===== src/design/lleu_pkg.sv =====
// Shared types, codes and mask helpers for the LTL lasso evaluator.
// No dependencies; the queue, front, back and top design files import this package.
`timescale 1ns / 1ps

package lleu_pkg;

  localparam int MAX_NODES_DEF     = 64;
  localparam int MAX_POSITIONS_DEF = 64;
  localparam int QUEUE_DEPTH       = 2;
  localparam int MASK_W            = 64;
  localparam int POS_W             = 7;
  localparam int LOOP_W            = 6;
  localparam int IDX_W             = 6;
  localparam int CFG_IDX_W         = 2;

  typedef logic [MASK_W-1:0] mask_t;

  typedef enum logic [3:0] {
    OP_ATOM       = 4'd0,
    OP_NOT        = 4'd1,
    OP_AND        = 4'd2,
    OP_OR         = 4'd3,
    OP_IMPLIES    = 4'd4,
    OP_IFF        = 4'd5,
    OP_NEXT       = 4'd6,
    OP_EVENTUALLY = 4'd7,
    OP_GLOBALLY   = 4'd8,
    OP_UNTIL      = 4'd9,
    OP_WEAK_UNTIL = 4'd10,
    OP_RELEASE    = 4'd11
  } op_t;

  typedef enum logic [CFG_IDX_W-1:0] {
    CFG_POSITIONS = 2'd0,
    CFG_LOOP_BACK = 2'd1
  } cfg_idx_t;

  typedef enum logic [1:0] {
    BK_IDLE,
    BK_LOAD,
    BK_ITER,
    BK_WRITE
  } back_state_t;

  // classified node command handed from front to back
  typedef struct packed {
    op_t   op;
    mask_t atom;
    logic  last;
    logic  zero_a;
    logic  zero_b;
    logic  bad;
    logic  store;
  } cmd_t;

  function automatic mask_t succ_shift(mask_t m, logic [POS_W-1:0] n,
                                       logic [LOOP_W-1:0] lp, mask_t all);
    mask_t r;
    r = (m >> 1) & (all >> 1);
    r = r | (mask_t'(m[lp]) << (n - 7'd1));
    return r;
  endfunction

endpackage


===== src/design/lleu_queue.sv =====
// Short FIFO between the front (classify) and back (evaluate) parts.
// Depends on lleu_pkg for the default depth.
`timescale 1ns / 1ps

module lleu_queue
  import lleu_pkg::*;
#(
  parameter int W     = 8,
  parameter int DEPTH = QUEUE_DEPTH
) (
  input  logic         clk,
  input  logic         rst_n,
  input  logic         push,
  input  logic [W-1:0] din,
  output logic         full,
  input  logic         pop,
  output logic [W-1:0] dout,
  output logic         empty
);

  localparam int PW = (DEPTH > 1) ? $clog2(DEPTH) : 1;
  localparam int CW = $clog2(DEPTH + 1);

  logic [W-1:0]  mem_r [DEPTH];
  logic [PW-1:0] wptr_r, wptr_nxt;
  logic [PW-1:0] rptr_r, rptr_nxt;
  logic [CW-1:0] cnt_r, cnt_nxt;

  always_comb begin
    wptr_nxt = wptr_r;
    rptr_nxt = rptr_r;
    cnt_nxt  = cnt_r;
    if (push) begin
      wptr_nxt = (wptr_r == PW'(DEPTH - 1)) ? '0 : wptr_r + 1'b1;
    end
    if (pop) begin
      rptr_nxt = (rptr_r == PW'(DEPTH - 1)) ? '0 : rptr_r + 1'b1;
    end
    if (push && !pop) begin
      cnt_nxt = cnt_r + 1'b1;
    end else if (pop && !push) begin
      cnt_nxt = cnt_r - 1'b1;
    end
  end

  always_ff @(posedge clk) begin
    if (!rst_n) begin
      wptr_r <= '0;
      rptr_r <= '0;
      cnt_r  <= '0;
    end else begin
      wptr_r <= wptr_nxt;
      rptr_r <= rptr_nxt;
      cnt_r  <= cnt_nxt;
    end
  end

  always_ff @(posedge clk) begin
    if (push) begin
      mem_r[wptr_r] <= din;
    end
  end

  assign full  = (cnt_r == CW'(DEPTH));
  assign empty = (cnt_r == '0);
  assign dout  = mem_r[rptr_r];

  a_no_pop_empty: assert property (@(posedge clk) disable iff (!rst_n)
    pop |-> !empty) else $error("queue popped while empty");

  a_cnt_bound: assert property (@(posedge clk) disable iff (!rst_n)
    cnt_r <= CW'(DEPTH)) else $error("queue count beyond depth");

endmodule


===== config.mk =====
export PLATFORM = sky130hd
export DESIGN_NAME = lleu_queue
export DESIGN_NICKNAME = d
export VERILOG_FILES = /design/src/design/lleu_pkg.sv /design/src/design/lleu_queue.sv
export SDC_FILE = /design/constraint.sdc
export NUM_CORES = 1
export LEC_CHECK = 0
export ABC_AREA = 1
export ABC_CLOCK_PERIOD_IN_PS = 2600
export BUFFER_PORTS_ARGS = -buffer_cell sky130_fd_sc_hd__clkbuf_2
export CORE_MARGIN = 4
export CORE_UTILIZATION = 55
export CTS_BUF_LIST = sky130_fd_sc_hd__clkbuf_8
export CTS_CLUSTER_SIZE = 28
export DETAILED_ROUTE_END_ITERATION = 10
export PLACE_DENSITY = 0.83
export SLEW_MARGIN = 20
export SYNTH_ARGS = -nofsm -noshare
export SYNTH_HDL_FRONTEND = slang
export SYNTH_SLANG_ARGS = --single-unit
export TNS_END_PERCENT = 50

===== constraint.sdc =====
create_clock -name clk -period 2.6 [get_ports clk]
set_input_delay 0.26 -clock clk [delete_from_list [all_inputs] [get_ports clk]]
set_output_delay 0.26 -clock clk [all_outputs]
set_load 0.005 [all_outputs]

==> flow_summary.ini, run 1 <==
[power]
p_switching_w = 0.0001499
pwr-share-seq_pct = 58.4
power.density_nw_per_um2 = 701.4
p_leak_nw = 0.4222
clock_power_share_pct = 30.2
comb_power_share_pct = 11.3
p_int_w = 0.0005303
ir_drop_uv = 576.5
p_sw_share_pct = 22.04

[clock_tree]
cts_htree_levels = 1
cts.sinks = 21
clock-root-buffer = clkbuf_8
cts_setup_buffers = 0
ctsHoldBuffers = 0
cts_repair_resize_count = 0
worstSkewPairLatency_ns = 0.26
numCtsBuffers = 3
clock_path_buffers = 2
clk_pin_slew_ns = 0.07
cts_tree = built

[yosys]
ys_types = 16
yosysWarnings = 0
netlist_area_um2 = 804.5
ys_seq_area_share_pct = 72.16
syn_area_per_cell_um2 = 13.87
ys_seq_elements = 21
postSynthNetCount = 71
synth_cells = 58

[die]
die_w_um = 46.25
initial_core_util_pct = 60.32
rows = 13
fp.dieH_um = 46.25
pin_count = 22
dieArea_um2 = 2139
core_um2 = 1334

[worst_setup_path]
crit_arrival_ns = 1.27
worstPathRequired_ns = 2.34
crit_chain = mux2_2 > clkbuf_2
critPathBufInv = 1
max_stage_delay_ns = 0.53
reg2reg_from = wptr_r
worstPathMaxFanout = 8
crit_path_end_kind = output pin
path_class = flop to output pin
start_kind = flop
critical_path.top_delay_family = flip-flops
slowest_stage = dfxtp_1

[global_route]
use_met3_pct = 3.125
grt_busiest_layer = met2
grt_pass1_vias = 508
use_met2_pct = 25.55
grt_start_max_net_pins = 13
grt_overflow = 0
grtUsageMet1_pct = 16.07
antenna_found_initial = 0
grt_first_pass_wirelength_um = 2145
grt_use_total_pct = 14.88

[sta]
worst_slack_ns = 1.068
fmax_mhz = 652.7
period_minus_slack_ns = 1.532
maxSlewViolCount = 0
hold_violations = 0
min_period_over_period_pct = 58.93
rsz0062_at_grt = false
max-slew-margin-rel_pct = 53.45
worst_pin_slew_ns = 0.6956
setup_violations = 0
fin_worst_skew_ns = 0.003041
setup_tns_ns = 0

[route]
first_iter_violations = 6
drcViolationCount = 0
vias_per_cell = 5.082
first_pass_iters = 4
ant_nets = 0
wl_per_cell_um = 13.47
drt-total-wl_um = 1307
num_vias = 493

[status]
status = finished clean

[finish]
diodes = 0
nets = 96
syn_to_final_growth_pct = 20.53
layout-drive-gt1-share_pct = 42.68
instances_no_fill = 97

[run]
drv_cap = 0

[placed_design]
pre_cts_slack_ns = 1.258
dp.cells = 93
portBuffers = 21
place.gp.congestion = 0.7729

[min_path]
hp-start = din[1]
hp-class = primary input to flop
[synth_stat cells, drive strengths merged]
cell,count,area [um^2]
xnor2,1,8.760
edfxtp,16,480.5
nand4,1,6.260
inv,9,33.78
dfxtp,5,100.1
o21ai,1,5.000
buf,1,5.000
a21oi,1,5.000
nand2,5,21.27
mux2,8,90.09
nor3,1,5.000
nand3,1,5.000
nor2,7,26.28
ha,1,12.51
[cell type report]
cell class / instances / area [um^2]
clock buffer: 3 / 41.29
multi-input combinational: 27 / 185.2
clock inverter: 1 / 5.005
timing repair buffer: 21 / 105.1
sequential: 21 / 580.6
tap: 15 / 18.77
fill: 96 / 364.1
inverter: 9 / 33.78
[final timing paths]
path	end	slack, ns	cells past startpoint
max	dout[0]	1.07	2
min	mem_r[1][1]	0.19	1
max reg2reg	mem_r[0][2]	1.36	1
min reg2reg	rptr_r	0.54	2
[per-layer routing]
metal | up-vias | routed length, um
li1 | 246 | -
met1 | 229 | 493
met2 | 14 | 708
met3 | 4 | 72
met4 | 0 | 32
met5 | - | 0
[power groups by stage]
stage | clock (W) | sequential [W] | combinational, W
finish | 0.000206 | 0.000397 | 0.0000770
global route | 0.000222 | 0.000400 | 0.0000869
CTS | 0.000208 | 0.000398 | 0.0000788
detailed placement | 0 | 0.000405 | 0.0000782
global placement | 0 | 0.000403 | 0.0000741
floorplan | 0 | 0.000398 | 0.0000484
[cells in the final DEF, fill, tap and decap left out]
cell type and instances:
inv_2 1, o21ai_0 1, nor3_1 1, edfxtp_1 16, xnor2_1 1, nor2_1 7, clkinv_2 1, a21oi_1 1
ha_1 1, dfxtp_1 5, nand2_1 4, nand3_1 1, nand2_2 1, inv_1 8, clkbuf_2 21, nand4_1 1
mux2_2 8, clkbuf_8 3
[per-stage QoR]
stage / hold WS (ns) / utilization [%] / power (W) / cell area (um^2)
after floorplan: 0.3589 / - / 0.0004461 / 804.5
after global placement: 0.4505 / 69.23 / 0.0004772 / 923.4
after detailed placement: 0.4548 / 69.23 / 0.0004831 / 923.4
after CTS: 0.1910 / 72.70 / 0.0006847 / 969.7
after global routing: 0.1864 / 72.70 / 0.0007089 / 969.7
final: 0.1942 / 72.70 / 0.0006802 / 969.7
[cells by family after synthesis]
kind of cell	after synthesis	share of synthesized area [%]
compound gates	2	1.243
xor+xnor	1	1.089
fa+ha+maj	1	1.555
buf+inv	10	4.820
flops	21	72.16
mux	8	11.20
simple gates	15	7.931
[sequential cells by signal, summed over array words and instances, names as in the netlist, named ones only]
signal / cells
cnt_r: 2
rptr_r: 1
wptr_r: 1
mem_r: 16
Note: power is estimated with default switching activity, not from simulation.
==> run 2, diff against run 1 <==
--- a/config.mk
+++ b/config.mk
@@ -5,15 +5,15 @@
 export SDC_FILE = /design/constraint.sdc
 export NUM_CORES = 1
 export LEC_CHECK = 0
-export ABC_AREA = 1
-export ABC_CLOCK_PERIOD_IN_PS = 2600
+export ABC_AREA = 0
+export ABC_CLOCK_PERIOD_IN_PS = 1500
 export BUFFER_PORTS_ARGS = -buffer_cell sky130_fd_sc_hd__clkbuf_2
 export CORE_MARGIN = 4
-export CORE_UTILIZATION = 55
+export CORE_UTILIZATION = 52
 export CTS_BUF_LIST = sky130_fd_sc_hd__clkbuf_8
 export CTS_CLUSTER_SIZE = 28
 export DETAILED_ROUTE_END_ITERATION = 10
-export PLACE_DENSITY = 0.83
+export PLACE_DENSITY = 0.79
 export SLEW_MARGIN = 20
 export SYNTH_ARGS = -nofsm -noshare
 export SYNTH_HDL_FRONTEND = slang
==> constraint.sdc (replaced) <==
create_clock -name clk -period 1.5 [get_ports clk]
set_input_delay 0.15 -clock clk [delete_from_list [all_inputs] [get_ports clk]]
set_output_delay 0.15 -clock clk [all_outputs]
set_load 0.005 [all_outputs]
==> flow_summary.ini, run 2 <==
[yosys]
yosysMostFrequentCell = edfxtp_1
syn_area_per_cell_um2 = 16.90
postSynthNetCount = 60
ys_types = 16
synth_cells = 47
synth_top_area_cell = edfxtp_1
ys_async_sr_fraction_pct = 0
synth_edf_count = 16
synth.area.top_cells = edfxtp_1 (60%), dfxtp_1 (13%), mux2_2 (11%), and2_1 (3.1%), xor2_1 (2.2%)
ys_seq_elements = 21
synth_ff_type = edfxtp_1
synth.top_cell.area_share_pct = 60.47
ys_seq_area_share_pct = 73.07
synth_common_cells = edfxtp_1 (16), mux2_2 (8), dfxtp_1 (5), and2_1 (4)
netlist_area_um2 = 794.5
yosysWarnings = 0

[clock_tree]
clk_pin_slew_ns = 0.07
cts_setup_buffers = 0
cts_tree = built
cts_htree_levels = 1
clock_path_buffers = 2
cts.sinks = 21
clock-root-buffer = clkbuf_8
ctsHoldBuffers = 0
numCtsBuffers = 3
cts_repair_resize_count = 0
worstSkewPairLatency_ns = 0.25

[die]
fp.dieH_um = 47.09
pin_count = 22
core_um2 = 1366
die_w_um = 47.09
dieArea_um2 = 2217
rows = 13
initial_core_util_pct = 58.15

[sta]
fmax_mhz = 702.2
worst_pin_slew_ns = 0.3939
min_period_over_period_pct = 94.94
setup_violations = 0
period_minus_slack_ns = 1.424
fin_worst_skew_ns = 0.001935
max-slew-margin-rel_pct = 73.69
setup_tns_ns = 0
maxSlewViolCount = 0
hold_violations = 0
rsz0062_at_grt = false

[power]
p_sw_share_pct = 20.26
power.density_nw_per_um2 = 1206
comb_power_share_pct = 11.8
finalPower_w = 0.001165
pwr-share-seq_pct = 59.2
p_int_w = 0.0009292
p_switching_w = 0.0002361
ir_drop_uv = 793.6
p_leak_nw = 0.3981
clock_power_share_pct = 29.0

[status]
status = finished clean

[min_path]
holdPathStages = 1
hp-start = din[1]
hp-class = primary input to flop

[global_route]
antenna_found_initial = 0
grt_pass1_vias = 453
grt_overflow = 0
grt_start_max_net_pins = 12
grt_first_pass_wirelength_um = 2021
grt_use_total_pct = 13.58

[run]
drv_cap = 0

[route]
num_vias = 448
ant_nets = 0
first_pass_iters = 2
drcViolationCount = 0
vias_per_cell = 5.149
wl_per_cell_um = 14.14
first_iter_violations = 15
drt-total-wl_um = 1230

[worst_setup_path]
path_class = flop to output pin
reg2reg_from = wptr_r
crit_path_end_kind = output pin
worst-r2r-setup-slack_ns = 0.34
r2r_cells = 2
worstPathMaxFanout = 8
worstPathRequired_ns = 1.35
start_kind = flop
crit_arrival_ns = 1.27

[finish]
largest_reg_flops = 16
postLayoutCoreUtil_pct = 70.70
largest-register = mem_r
syn_to_final_growth_pct = 21.57
nets = 86
reg.largest.list = mem_r (16), cnt_r (2)
diodes = 0
layout_common_cells = clkbuf_2 (21), edfxtp_1 (16), mux2_2 (8), dfxtp_1 (5), and2_1 (4)
mostFrequentLayoutCell = clkbuf_2
layout-drive-gt1-share_pct = 47.22

[placed_design]
place.gp.congestion = 0.6632
portBuffers = 21
[run 2: layout make-up]
cell class	instances	area [um^2]
flip-flops and latches	21	580.6
fillers	105	400.4
multi-input cells	24	205.2
repair buffers	22	112.6
clock buffers	3	41.29
well taps	15	18.77
clock inverters	1	3.754
inverters	1	3.754
[run 2: path summary, 6_finish.rpt]
check | end
worst min register to register | cnt_r[1]
worst max register to register | mem_r[0][1]
worst max-delay path | dout[6]
worst min-delay path | mem_r[1][1]
[run 2: worst max-delay path, cell delays in order, from the launching register on]
cell	delay (ns)
dfxtp_1	0.52
mux2_2	0.39
clkbuf_2	0.12
[run 2: logic make-up (layout without fill, tap and decap cells)]
logic type,count (synthesis),after routing,share of synthesized area [%]
buf+inv,2,27,1.101
flops,21,21,73.07
xor+xnor,3,3,3.308
fa+ha+maj,1,1,1.575
simple gates,9,9,7.086
mux,8,8,11.34
compound gates,3,3,2.520
[run 2: per-stage QoR]
stage | hold slack, ns | setup slack (ns) | cells | cell area [um^2]
floorplan | 0.2489 | 0.3957 | 47 | 794.5
global placement | 0.3405 | 0.3406 | 83 | 920.9
detailed placement | 0.3444 | 0.2945 | 83 | 920.9
CTS | 0.08442 | 0.05444 | 87 | 965.9
global route | 0.07449 | 0.008558 | 87 | 965.9
finish | 0.08790 | 0.07597 | 87 | 965.9
[run 2: routing by layer]
layer  routed length, um  GRT usage, %  vias to the layer above  share of wire (%)
met5                   0             0                        -                  0
met2                 694         25.75                       15                 56
met3                  65         2.299                        0                5.3
met4                   0         3.315                        0                  0
met1                 470         15.71                      212                 38
li1                    -             -                      221                  -
[run 2: power by group through the flow]
stage | logic (W) | clock network [W] | registers, W
2_1_floorplan | 0.0000861 | 0 | 0.000690
3_3_place_gp | 0.000134 | 0 | 0.000700
3_5_place_dp | 0.000141 | 0 | 0.000703
4_1_cts | 0.000141 | 0.000349 | 0.000691
5_1_grt | 0.000156 | 0.000384 | 0.000694
6_report | 0.000138 | 0.000338 | 0.000690
