==> config.mk <==
export PLATFORM = sky130hd
export DESIGN_NAME = lleu_front_flat
export DESIGN_NICKNAME = d
export VERILOG_FILES = /design/src/design/lleu_pkg.sv /design/src/design/lleu_in_if.sv /design/src/design/lleu_front.sv /design/src/flat_wrapper.sv
export SDC_FILE = /design/constraint.sdc
export NUM_CORES = 1
export LEC_CHECK = 0
export ABC_AREA = 1
export BUFFER_PORTS_ARGS = -buffer_cell sky130_fd_sc_hd__clkbuf_2
export CAP_MARGIN = 0
export CORE_AREA = 2 2 69 71
export DETAILED_ROUTE_END_ITERATION = 8
export DIE_AREA = 0 0 71 73
export GPL_TIMING_DRIVEN = 1
export PLACE_DENSITY = 0.81
export SYNTH_ARGS = -nofsm -noshare
export SYNTH_HDL_FRONTEND = slang
export SYNTH_SLANG_ARGS = --single-unit
==> constraint.sdc <==
create_clock -name clk -period 2.05 [get_ports clk]
set_input_delay 0.1025 -clock clk [delete_from_list [all_inputs] [get_ports clk]]
set_output_delay 0.1025 -clock clk [all_outputs]
set_load 0.05 [all_outputs]
==> src/design/lleu_pkg.sv <==
// Shared types, codes and mask helpers for the LTL lasso evaluator.
// No dependencies; the queue, front, back and top design files import this package.
`timescale 1ns / 1ps

package lleu_pkg;

  localparam int MAX_NODES_DEF     = 64;
  localparam int MAX_POSITIONS_DEF = 64;
  localparam int QUEUE_DEPTH       = 2;
  localparam int MASK_W            = 64;
  localparam int POS_W             = 7;
  localparam int LOOP_W            = 6;
  localparam int IDX_W             = 6;
  localparam int CFG_IDX_W         = 2;

  typedef logic [MASK_W-1:0] mask_t;

  typedef enum logic [3:0] {
    OP_ATOM       = 4'd0,
    OP_NOT        = 4'd1,
    OP_AND        = 4'd2,
    OP_OR         = 4'd3,
    OP_IMPLIES    = 4'd4,
    OP_IFF        = 4'd5,
    OP_NEXT       = 4'd6,
    OP_EVENTUALLY = 4'd7,
    OP_GLOBALLY   = 4'd8,
    OP_UNTIL      = 4'd9,
    OP_WEAK_UNTIL = 4'd10,
    OP_RELEASE    = 4'd11
  } op_t;

  typedef enum logic [CFG_IDX_W-1:0] {
    CFG_POSITIONS = 2'd0,
    CFG_LOOP_BACK = 2'd1
  } cfg_idx_t;

  typedef enum logic [1:0] {
    BK_IDLE,
    BK_LOAD,
    BK_ITER,
    BK_WRITE
  } back_state_t;

  // classified node command handed from front to back
  typedef struct packed {
    op_t   op;
    mask_t atom;
    logic  last;
    logic  zero_a;
    logic  zero_b;
    logic  bad;
    logic  store;
  } cmd_t;

  function automatic mask_t succ_shift(mask_t m, logic [POS_W-1:0] n,
                                       logic [LOOP_W-1:0] lp, mask_t all);
    mask_t r;
    r = (m >> 1) & (all >> 1);
    r = r | (mask_t'(m[lp]) << (n - 7'd1));
    return r;
  endfunction

endpackage

==> src/design/lleu_in_if.sv <==
// Input channel of the LTL lasso evaluator: one formula node per item.
// Standalone; widths follow the node item fields.
`timescale 1ns / 1ps

interface lleu_in_if;
  logic        valid;
  logic        ready;
  logic [3:0]  operation;
  logic [5:0]  left_index;
  logic [5:0]  right_index;
  logic [63:0] atom_bits;
  logic        last_node;

  modport source (output valid, operation, left_index, right_index, atom_bits,
                  last_node, input ready);
  modport sink (input valid, operation, left_index, right_index, atom_bits,
                last_node, output ready);
endinterface

==> src/design/lleu_front.sv <==
// Front part: accepts node items, numbers them, checks child references.
// Depends on lleu_pkg and lleu_in_if.
`timescale 1ns / 1ps

module lleu_front
  import lleu_pkg::*;
#(
  parameter int MAX_NODES = MAX_NODES_DEF,
  parameter int AW        = (MAX_NODES > 1) ? $clog2(MAX_NODES) : 1
) (
  input  logic          clk,
  input  logic          rst_n,
  lleu_in_if.sink       in_chan,
  input  logic          q_full,
  output logic          q_push,
  output cmd_t          q_cmd,
  output logic [AW-1:0] q_wa,
  output logic [AW-1:0] q_ra,
  output logic [AW-1:0] q_rb
);

  localparam int CW   = $clog2(MAX_NODES + 1);
  localparam int IW   = (AW > IDX_W) ? AW : IDX_W;
  localparam int CMPW = ((CW > IDX_W) ? CW : IDX_W) + 1;

  logic [CW-1:0] cnt_r, cnt_nxt;
  op_t           op;
  logic          uses_a, uses_b, bad_a, bad_b, store;
  logic [IW-1:0] li_x, ri_x;

  assign op = op_t'(in_chan.operation);

  always_comb begin
    uses_a = 1'b0;
    uses_b = 1'b0;
    case (op)
      OP_NOT, OP_NEXT, OP_EVENTUALLY, OP_GLOBALLY: begin
        uses_a = 1'b1;
      end
      OP_AND, OP_OR, OP_IMPLIES, OP_IFF, OP_UNTIL, OP_WEAK_UNTIL, OP_RELEASE: begin
        uses_a = 1'b1;
        uses_b = 1'b1;
      end
      default: begin
        uses_a = 1'b0;
      end
    endcase
  end

  assign bad_a = uses_a && (CMPW'(in_chan.left_index) >= CMPW'(cnt_r));
  assign bad_b = uses_b && (CMPW'(in_chan.right_index) >= CMPW'(cnt_r));
  assign store = (cnt_r != CW'(MAX_NODES));

  assign in_chan.ready = !q_full;
  assign q_push        = in_chan.valid && !q_full;

  always_comb begin
    cnt_nxt = cnt_r;
    if (q_push) begin
      if (in_chan.last_node) begin
        cnt_nxt = '0;
      end else if (store) begin
        cnt_nxt = cnt_r + 1'b1;
      end
    end
  end

  always_ff @(posedge clk) begin
    if (!rst_n) begin
      cnt_r <= '0;
    end else begin
      cnt_r <= cnt_nxt;
    end
  end

  assign li_x = IW'(in_chan.left_index);
  assign ri_x = IW'(in_chan.right_index);

  always_comb begin
    q_cmd.op     = op;
    q_cmd.atom   = in_chan.atom_bits;
    q_cmd.last   = in_chan.last_node;
    q_cmd.zero_a = bad_a || !uses_a;
    q_cmd.zero_b = bad_b || !uses_b;
    q_cmd.bad    = bad_a || bad_b;
    q_cmd.store  = store;
  end

  assign q_wa = cnt_r[AW-1:0];
  assign q_ra = li_x[AW-1:0];
  assign q_rb = ri_x[AW-1:0];

  a_cnt_bound: assert property (@(posedge clk) disable iff (!rst_n)
    cnt_r <= CW'(MAX_NODES)) else $error("node number beyond store size");

  a_last_clears: assert property (@(posedge clk) disable iff (!rst_n)
    (q_push && in_chan.last_node) |=> (cnt_r == '0))
    else $error("node number not cleared after root");

endmodule

==> src/flat_wrapper.sv <==
// flat-port wrapper written by rule: the top's interface ports become plain ports
module lleu_front_flat import lleu_pkg::*;
#(
  parameter int MAX_NODES = MAX_NODES_DEF,
  parameter int AW        = (MAX_NODES > 1) ? $clog2(MAX_NODES) : 1
)
  (clk, rst_n, q_full, q_push, q_cmd, q_wa, q_ra, q_rb, in_chan_valid, in_chan_operation, in_chan_left_index, in_chan_right_index, in_chan_atom_bits, in_chan_last_node, in_chan_ready);
  lleu_in_if in_chan_i ();
  input  logic clk;
  input  logic rst_n;
  input  logic q_full;
  output logic q_push;
  output cmd_t q_cmd;
  output logic [AW-1:0] q_wa;
  output logic [AW-1:0] q_ra;
  output logic [AW-1:0] q_rb;
  input wire logic [$bits(in_chan_i.valid)-1:0] in_chan_valid;
  input wire logic [$bits(in_chan_i.operation)-1:0] in_chan_operation;
  input wire logic [$bits(in_chan_i.left_index)-1:0] in_chan_left_index;
  input wire logic [$bits(in_chan_i.right_index)-1:0] in_chan_right_index;
  input wire logic [$bits(in_chan_i.atom_bits)-1:0] in_chan_atom_bits;
  input wire logic [$bits(in_chan_i.last_node)-1:0] in_chan_last_node;
  output wire logic [$bits(in_chan_i.ready)-1:0] in_chan_ready;
  assign in_chan_i.valid = in_chan_valid;
  assign in_chan_i.operation = in_chan_operation;
  assign in_chan_i.left_index = in_chan_left_index;
  assign in_chan_i.right_index = in_chan_right_index;
  assign in_chan_i.atom_bits = in_chan_atom_bits;
  assign in_chan_i.last_node = in_chan_last_node;
  assign in_chan_ready = in_chan_i.ready;
  lleu_front #(.MAX_NODES(MAX_NODES), .AW(AW)) u_core (.clk(clk), .rst_n(rst_n), .in_chan(in_chan_i), .q_full(q_full), .q_push(q_push), .q_cmd(q_cmd), .q_wa(q_wa), .q_ra(q_ra), .q_rb(q_rb));
endmodule
==> results of run 1 <==
## layer usage
| metal | global-route usage | part of all wire | routed length (um) | vias up |
|---|---|---|---|---|
| met5 | 0 | 0 | 0 | - |
| met4 | 0.0818 | 0.056 | 154 | 0 |
| met3 | 0.0207 | 0.083 | 226 | 26 |
| met2 | 0.182 | 0.50 | 1360 | 59 |
| met1 | 0.106 | 0.36 | 980 | 476 |
| li1 | - | - | - | 543 |
## cells in the final DEF (no fill, tap or decap)
master	count
sky130_fd_sc_hd__nand2_4	1
sky130_fd_sc_hd__nand2_1	36
sky130_fd_sc_hd__inv_1	19
sky130_fd_sc_hd__nand4_4	1
sky130_fd_sc_hd__xor2_1	1
sky130_fd_sc_hd__nor2_2	1
sky130_fd_sc_hd__nand3b_1	2
sky130_fd_sc_hd__nand3_1	11
sky130_fd_sc_hd__nor2_4	3
sky130_fd_sc_hd__clkbuf_2	49
sky130_fd_sc_hd__o21a_1	1
sky130_fd_sc_hd__buf_4	2
sky130_fd_sc_hd__clkbuf_1	1
sky130_fd_sc_hd__nand4_1	7
sky130_fd_sc_hd__ha_1	14
sky130_fd_sc_hd__clkbuf_8	3
sky130_fd_sc_hd__nor2_1	10
sky130_fd_sc_hd__dfxtp_1	6
sky130_fd_sc_hd__a22oi_1	2
sky130_fd_sc_hd__dfxtp_2	1
sky130_fd_sc_hd__inv_2	1
sky130_fd_sc_hd__o21ai_0	4
sky130_fd_sc_hd__a21oi_1	9
## power by group through the flow
stage                     logic [mW]  registers (mW)  clock network [mW]
final                          0.215           0.140               0.198
after global routing           0.236           0.140               0.206
after CTS                      0.217           0.140               0.197
after detailed placement       0.216           0.142                   0
after global placement         0.214           0.142                   0
after floorplan                0.516           0.142                   0
## final cells by class
| type | instances | share of cell area |
|---|---|---|
| multi-input cells | 103 | 0.517 |
| repair buffers | 51 | 0.213 |
| flip-flops and latches | 7 | 0.116 |
| inverters | 20 | 0.0615 |
| well taps | 54 | 0.0554 |
| clock buffers | 4 | 0.0369 |
## what timing repair did
action / in CTS / in global routing
setup endpoints to repair: 0 / 2
hold buffers: 0 / 0
gates resized for setup: 0 / 1
## worst register-to-register path: cells and delay by family, from the launching register on
kind / cells / cell delay [ns]
AOI/OAI and AO/OA: 1 / 0.10
DFF: 1 / 0.45
and+or+nand+nor: 4 / 0.36
adders and majority gates: 1 / 0.21
buffers and inverters: 3 / 0.29
## final timing paths
kind,to,start,slack [ns],cells past startpoint
min,u_core.cnt_r[3],rst_n,0.11,3
max,q_cmd[1],u_core.cnt_r[5],0.13,9
min reg2reg,u_core.cnt_r[4],u_core.cnt_r[4],0.51,2
max reg2reg,u_core.cnt_r[1],u_core.cnt_r[0],0.57,9
## cell families after synthesis
group,synth area share
buf+inv,0.490
simple gates,0.238
compound gates,0.0579
fa+ha+maj,0.116
flops,0.0927
xor+xnor,0.00580
## metrics by stage
stage               total power, mW  std cells
floorplan                     0.658        219
finish                        0.552        239
global route                  0.582        239
global placement              0.356        235
detailed placement            0.358        235
CTS                           0.555        239
==> metrics, run 1 <==
result of the run finished, final reports clean; class of the tightest hold or removal check in2reg; area used by multi-input combinational logic 631 um^2; Final Worst Setup Slack 0.125 ns; count of standard-cell rows 25; clock slew at reported path FFs 0.04 ns; endpoint kind of the worst setup timing path primary output; number of flip-flops under the largest register name 7; mean instance size in the synthesized netlist 6.90 um^2; Synth area leader sky130_fd_sc_hd__buf_4; Critical Path Slowest Stage Cell sky130_fd_sc_hd__dfxtp_1; post-synthesis cell area 1510 um^2; Max-Slew Margin vs Limit 0.804; measured slew at the worst slew-check pin 0.295 ns; Comb power frac 0.389; Die X 71 um; Routed Antenna Nets 0; number of DRC violations after detailed-routing iteration 0 86; clock latency of the later-clocked register in the worst-skew pair 0.23 ns; smallest hold slack 0.108 ns; chip height 73 um; Die Footprint 5180 um^2; IR drop worst, VDD 0.000131 V; maximum number of pins on one net before global-route repair 11; Largest stage delay, worst path 0.41 ns; max-slew violations 0; Tmin final 1.92 ns; average detailed-routed wire length per instance 11.4 um; placed cell areas 1170 um^2; cell type with the highest occurrence count on the critical path sky130_fd_sc_hd__nand2_1; total I/O pin count 178; setup violators final 0; most frequent cells after synthesis 88 x sky130_fd_sc_hd__buf_4, 36 x sky130_fd_sc_hd__nand2_1, 19 x sky130_fd_sc_hd__inv_1; proportion of synthesized chip area in sequential cells 0.0927; leakage component of the power 0.644 nW; Flop pwr share 0.253; Hold Violations, Final 0; half-perimeter wire length after detailed placement 2.35 mm; DRC violation count after routing 0; Nets 285; ANT cells 0; Primary FF master, synth sky130_fd_sc_hd__dfxtp_1; maximum clock skew at final layout 0.00306 ns; cell with the most instances after synthesis sky130_fd_sc_hd__buf_4; power per cell area 453 nW/um^2; proportion of netlist area held by the largest area contributor 0.437; max capacitance violation total 0; register name with the most flops u_core.cnt_r; internal power consumption 331 uW; clock sink total 7; design area 1220 um^2; Post-CTS Repair Setup Buffers 0; switching part of the total power 0.401; total overflow reported by the global router 0; CTS H-tree lvls 1; proportion of power drawn by the clock network 0.358; worst setup path category reg2out; endpoint arrival time on the critical path 1.82 ns; peak clock frequency supported by timing 520 MHz; Total Wirelength 2.73 mm; count of filler cells inserted in the layout 491; fin crit share 0.939; first-pass GRT wire length 4.33 mm; CTS root buffer sky130_fd_sc_hd__clkbuf_8; number of vias after detailed routing 1104; initial antenna violation count 0; cell types occupying the most area after synthesis sky130_fd_sc_hd__buf_4 44%, sky130_fd_sc_hd__ha_1 12%, sky130_fd_sc_hd__dfxtp_1 9.3%, sky130_fd_sc_hd__nand2_1 8.9%, sky130_fd_sc_hd__inv_1 4.7%; share of async-settable or async-resettable flops after synthesis 0; warning count from the yosys run 0; post-synthesis register bit count 7; largest driver fanout on the critical path 5; layout cell share with drive strength beyond 1 0.335; switching power summed over all nets 221 uW; Port Buffers 49; layout overhead on the synthesized area -19.3%; number of distinct library cells after synthesis 20; accumulated negative setup slack 0 ns; Std-Cell Core Area 4540 um^2; number of enable-type register cells in the synthesized netlist 0; largest delay contributor family on the critical path simple AND/OR/NAND/NOR gates; number of standard cells after synthesis 219; Syn Nets 318; average via count per standard cell 4.62; core occupancy in the finished layout 0.269; Detailed Routing Iterations Pass 1 4; effective utilization at floorplan 0.333; Placer Congestion 0.813; clock buffer count from CTS 3; area used by sequential logic in the layout 141 um^2; RSZ-0062 raised after global routing no; largest registers in the final layout u_core.cnt_r x7; Setup WS pre-CTS 0.356 ns; kind of launch point of the worst setup path flop; total track usage 0.103; Critical path buffers and inverters 2; worst-path cell chain inv_1 -> ha_1 -> nand2_1 -> nor2_1 -> nand4_1 -> nand3_1 -> nand2_1 -> nand2_1 -> clkbuf_2; TritonCTS clock tree done; number of global-route vias before repair 981; worst-case clock buffer depth 2; Required @ worst endpoint 1.95 ns
Power figures use the tool's default switching activity.
==> run 2: changes to the inputs <==
--- a/config.mk
+++ b/config.mk
@@ -8,11 +8,10 @@
 export ABC_AREA = 1
 export BUFFER_PORTS_ARGS = -buffer_cell sky130_fd_sc_hd__clkbuf_2
 export CAP_MARGIN = 0
-export CORE_AREA = 2 2 69 71
+export CORE_UTILIZATION = 34
 export DETAILED_ROUTE_END_ITERATION = 8
-export DIE_AREA = 0 0 71 73
 export GPL_TIMING_DRIVEN = 1
-export PLACE_DENSITY = 0.81
+export PLACE_DENSITY = 0.8
 export SYNTH_ARGS = -nofsm -noshare
 export SYNTH_HDL_FRONTEND = slang
 export SYNTH_SLANG_ARGS = --single-unit
==> constraint.sdc (replaced) <==
create_clock -name clk -period 2 [get_ports clk]
set_input_delay 0.1 -clock clk [delete_from_list [all_inputs] [get_ports clk]]
set_output_delay 0.1 -clock clk [all_outputs]
set_load 0.05 [all_outputs]
==> run 2 against run 1 <==
  * Design area shrank 0.62%
  * Hold slack lost 0.010 ns
  * Clock skew shrank 0.0019 ns
  * Routed wire length grew 6.2%
  * Die area shrank 9.0%
  * Final cell count shrank 2.1%
  * Sequential power grew 3%
  * Power grew 3.3%
  * Sequential share of layout area grew 0.28 points
==> metrics, run 2 (synthesis gave the netlist of run 1 again) <==
total track usage 0.123; Die X 68.7 um; result of the run finished, final reports clean; cell type with the highest occurrence count on the critical path sky130_fd_sc_hd__nand2_1; design area 1210 um^2; endpoint kind of the worst setup timing path primary output; total overflow reported by the global router 0; Placer Congestion 0.836; commonest non-fill, non-tap cells in the layout 48 x sky130_fd_sc_hd__clkbuf_2, 36 x sky130_fd_sc_hd__nand2_1, 19 x sky130_fd_sc_hd__inv_1, 14 x sky130_fd_sc_hd__ha_1, 11 x sky130_fd_sc_hd__nand3_1; setup violators final 0; placed cell areas 1160 um^2; kind of launch point of the worst setup path flop; Critical path buffers and inverters 2; layout cell share with drive strength beyond 1 0.342; number of flip-flops under the largest register name 7; met2 Track Usage GR 0.207; largest driver fanout on the critical path 6; chip height 68.7 um; Std-Cell Core Area 4140 um^2; leakage component of the power 0.640 nW; count of standard-cell rows 23; clock latency of the later-clocked register in the worst-skew pair 0.23 ns; Nets 284; commonest non-fill, non-tap cell in the layout sky130_fd_sc_hd__clkbuf_2; DRC violation count after routing 0; Routed Antenna Nets 0; largest delay contributor family on the critical path simple AND/OR/NAND/NOR gates; area used by multi-input combinational logic 631 um^2; class of the tightest hold or removal check in2reg; Max-Slew Margin vs Limit 0.809; largest registers in the final layout u_core.cnt_r x7; RSZ-0062 raised after global routing no; met1 track demand over resource in global routing 0.125; number of DRC violations after detailed-routing iteration 0 47; core occupancy in the finished layout 0.293; endpoint arrival time on the critical path 1.72 ns; maximum clock skew at final layout 0.00120 ns; max capacitance violation total 0; Required @ worst endpoint 1.90 ns; number of global-route vias before repair 950; count of filler cells inserted in the layout 478; total placed cells including tap cells 230; register name with the most flops u_core.cnt_r; measured slew at the worst slew-check pin 0.288 ns; half-perimeter wire length after detailed placement 2.53 mm; clock slew at reported path FFs 0.04 ns; layout overhead on the synthesized area -19.8%; clock sink total 7; worst-path cell chain inv_1 -> ha_1 -> nand2_1 -> nor2_1 -> nand4_1 -> nand3_1 -> nand2_1 -> nand2_1 -> clkbuf_4; Critical Path Slowest Stage Cell sky130_fd_sc_hd__dfxtp_2; busiest layer in global routing met2; clock buffer count from CTS 3; quantity of gates resized following cts 0; initial antenna violation count 0; area used by sequential logic in the layout 144 um^2; met3 Use GR 0.0345; Total Wirelength 2.90 mm; Post-CTS Repair Setup Buffers 0; Die Footprint 4720 um^2; ANT cells 0; first-pass GRT wire length 4.31 mm; peak clock frequency supported by timing 550 MHz; CTS H-tree lvls 1; power per cell area 470 nW/um^2; number of vias after detailed routing 1106; average via count per standard cell 4.73; accumulated negative setup slack 0 ns; Port Buffers 49; average detailed-routed wire length per instance 12.4 um; IR drop worst, VDD 0.000134 V; TritonCTS clock tree done; total I/O pin count 178; number of hold buffers added after cts 0; Hold Violations, Final 0; effective utilization at floorplan 0.365; fin crit share 0.909; worst setup path category reg2out; CTS root buffer sky130_fd_sc_hd__clkbuf_8; maximum number of pins on one net before global-route repair 11; Detailed Routing Iterations Pass 1 4; max-slew violations 0; Non-Filler Instances 234; worst-case clock buffer depth 2; Tmin final 1.82 ns; Largest stage delay, worst path 0.38 ns
-- run 2: cell types whose count changed in the layout (fill, tap and decap cells not counted), sizes merged --
cell | previous run | this run
buf | 2 | 1
-- run 2: power by group --
group	total, mW	internal, mW	leakage [nW]	switching (mW)
combinational	0.222	0.0608	0.559	0.161
sequential	0.144	0.141	0.0580	0.00228
clock	0.205	0.138	0.0228	0.0666
-- run 2: path summary, 6_finish.rpt --
kind / from / to / slack (ns) / depth (start not counted)
worst max-delay path: u_core.cnt_r[3] / q_cmd[1] / 0.18 / 9
worst max register to register: u_core.cnt_r[0] / u_core.cnt_r[1] / 0.55 / 9
worst min-delay path: rst_n / u_core.cnt_r[5] / 0.1 / 3
worst min register to register: u_core.cnt_r[4] / u_core.cnt_r[4] / 0.51 / 2
-- run 2: cell type report --
class | count | share of cell area
clock buffers | 4 | 0.0372
inverters | 20 | 0.0619
multi-input cells | 103 | 0.520
flip-flops and latches | 7 | 0.119
well taps | 50 | 0.0516
repair buffers | 50 | 0.211
-- run 2: tightest hold or removal path, delay by kind of cell --
kind / cells / cell delay, ns
buffers and inverters: 1 / 0.10
AND/OR/NAND/NOR: 2 / 0.09
-- run 2: per-layer routing --
layer	vias up	share of wire	wire length, um
met2	63	0.47	1350
met1	472	0.38	1090
li1	544	-	-
met5	-	0	0
met4	0	0.058	168
met3	27	0.099	286
-- run 2: stage by stage --
step           power [mW]  setup WS (ns)  hold WS, ns
3_5_place_dp        0.368          0.287        0.200
5_1_grt             0.607         0.0246        0.105
3_3_place_gp        0.366          0.318        0.200
6_report            0.570          0.183       0.0979
4_1_cts             0.577         0.0287        0.101
2_1_floorplan       0.674          0.303        0.223
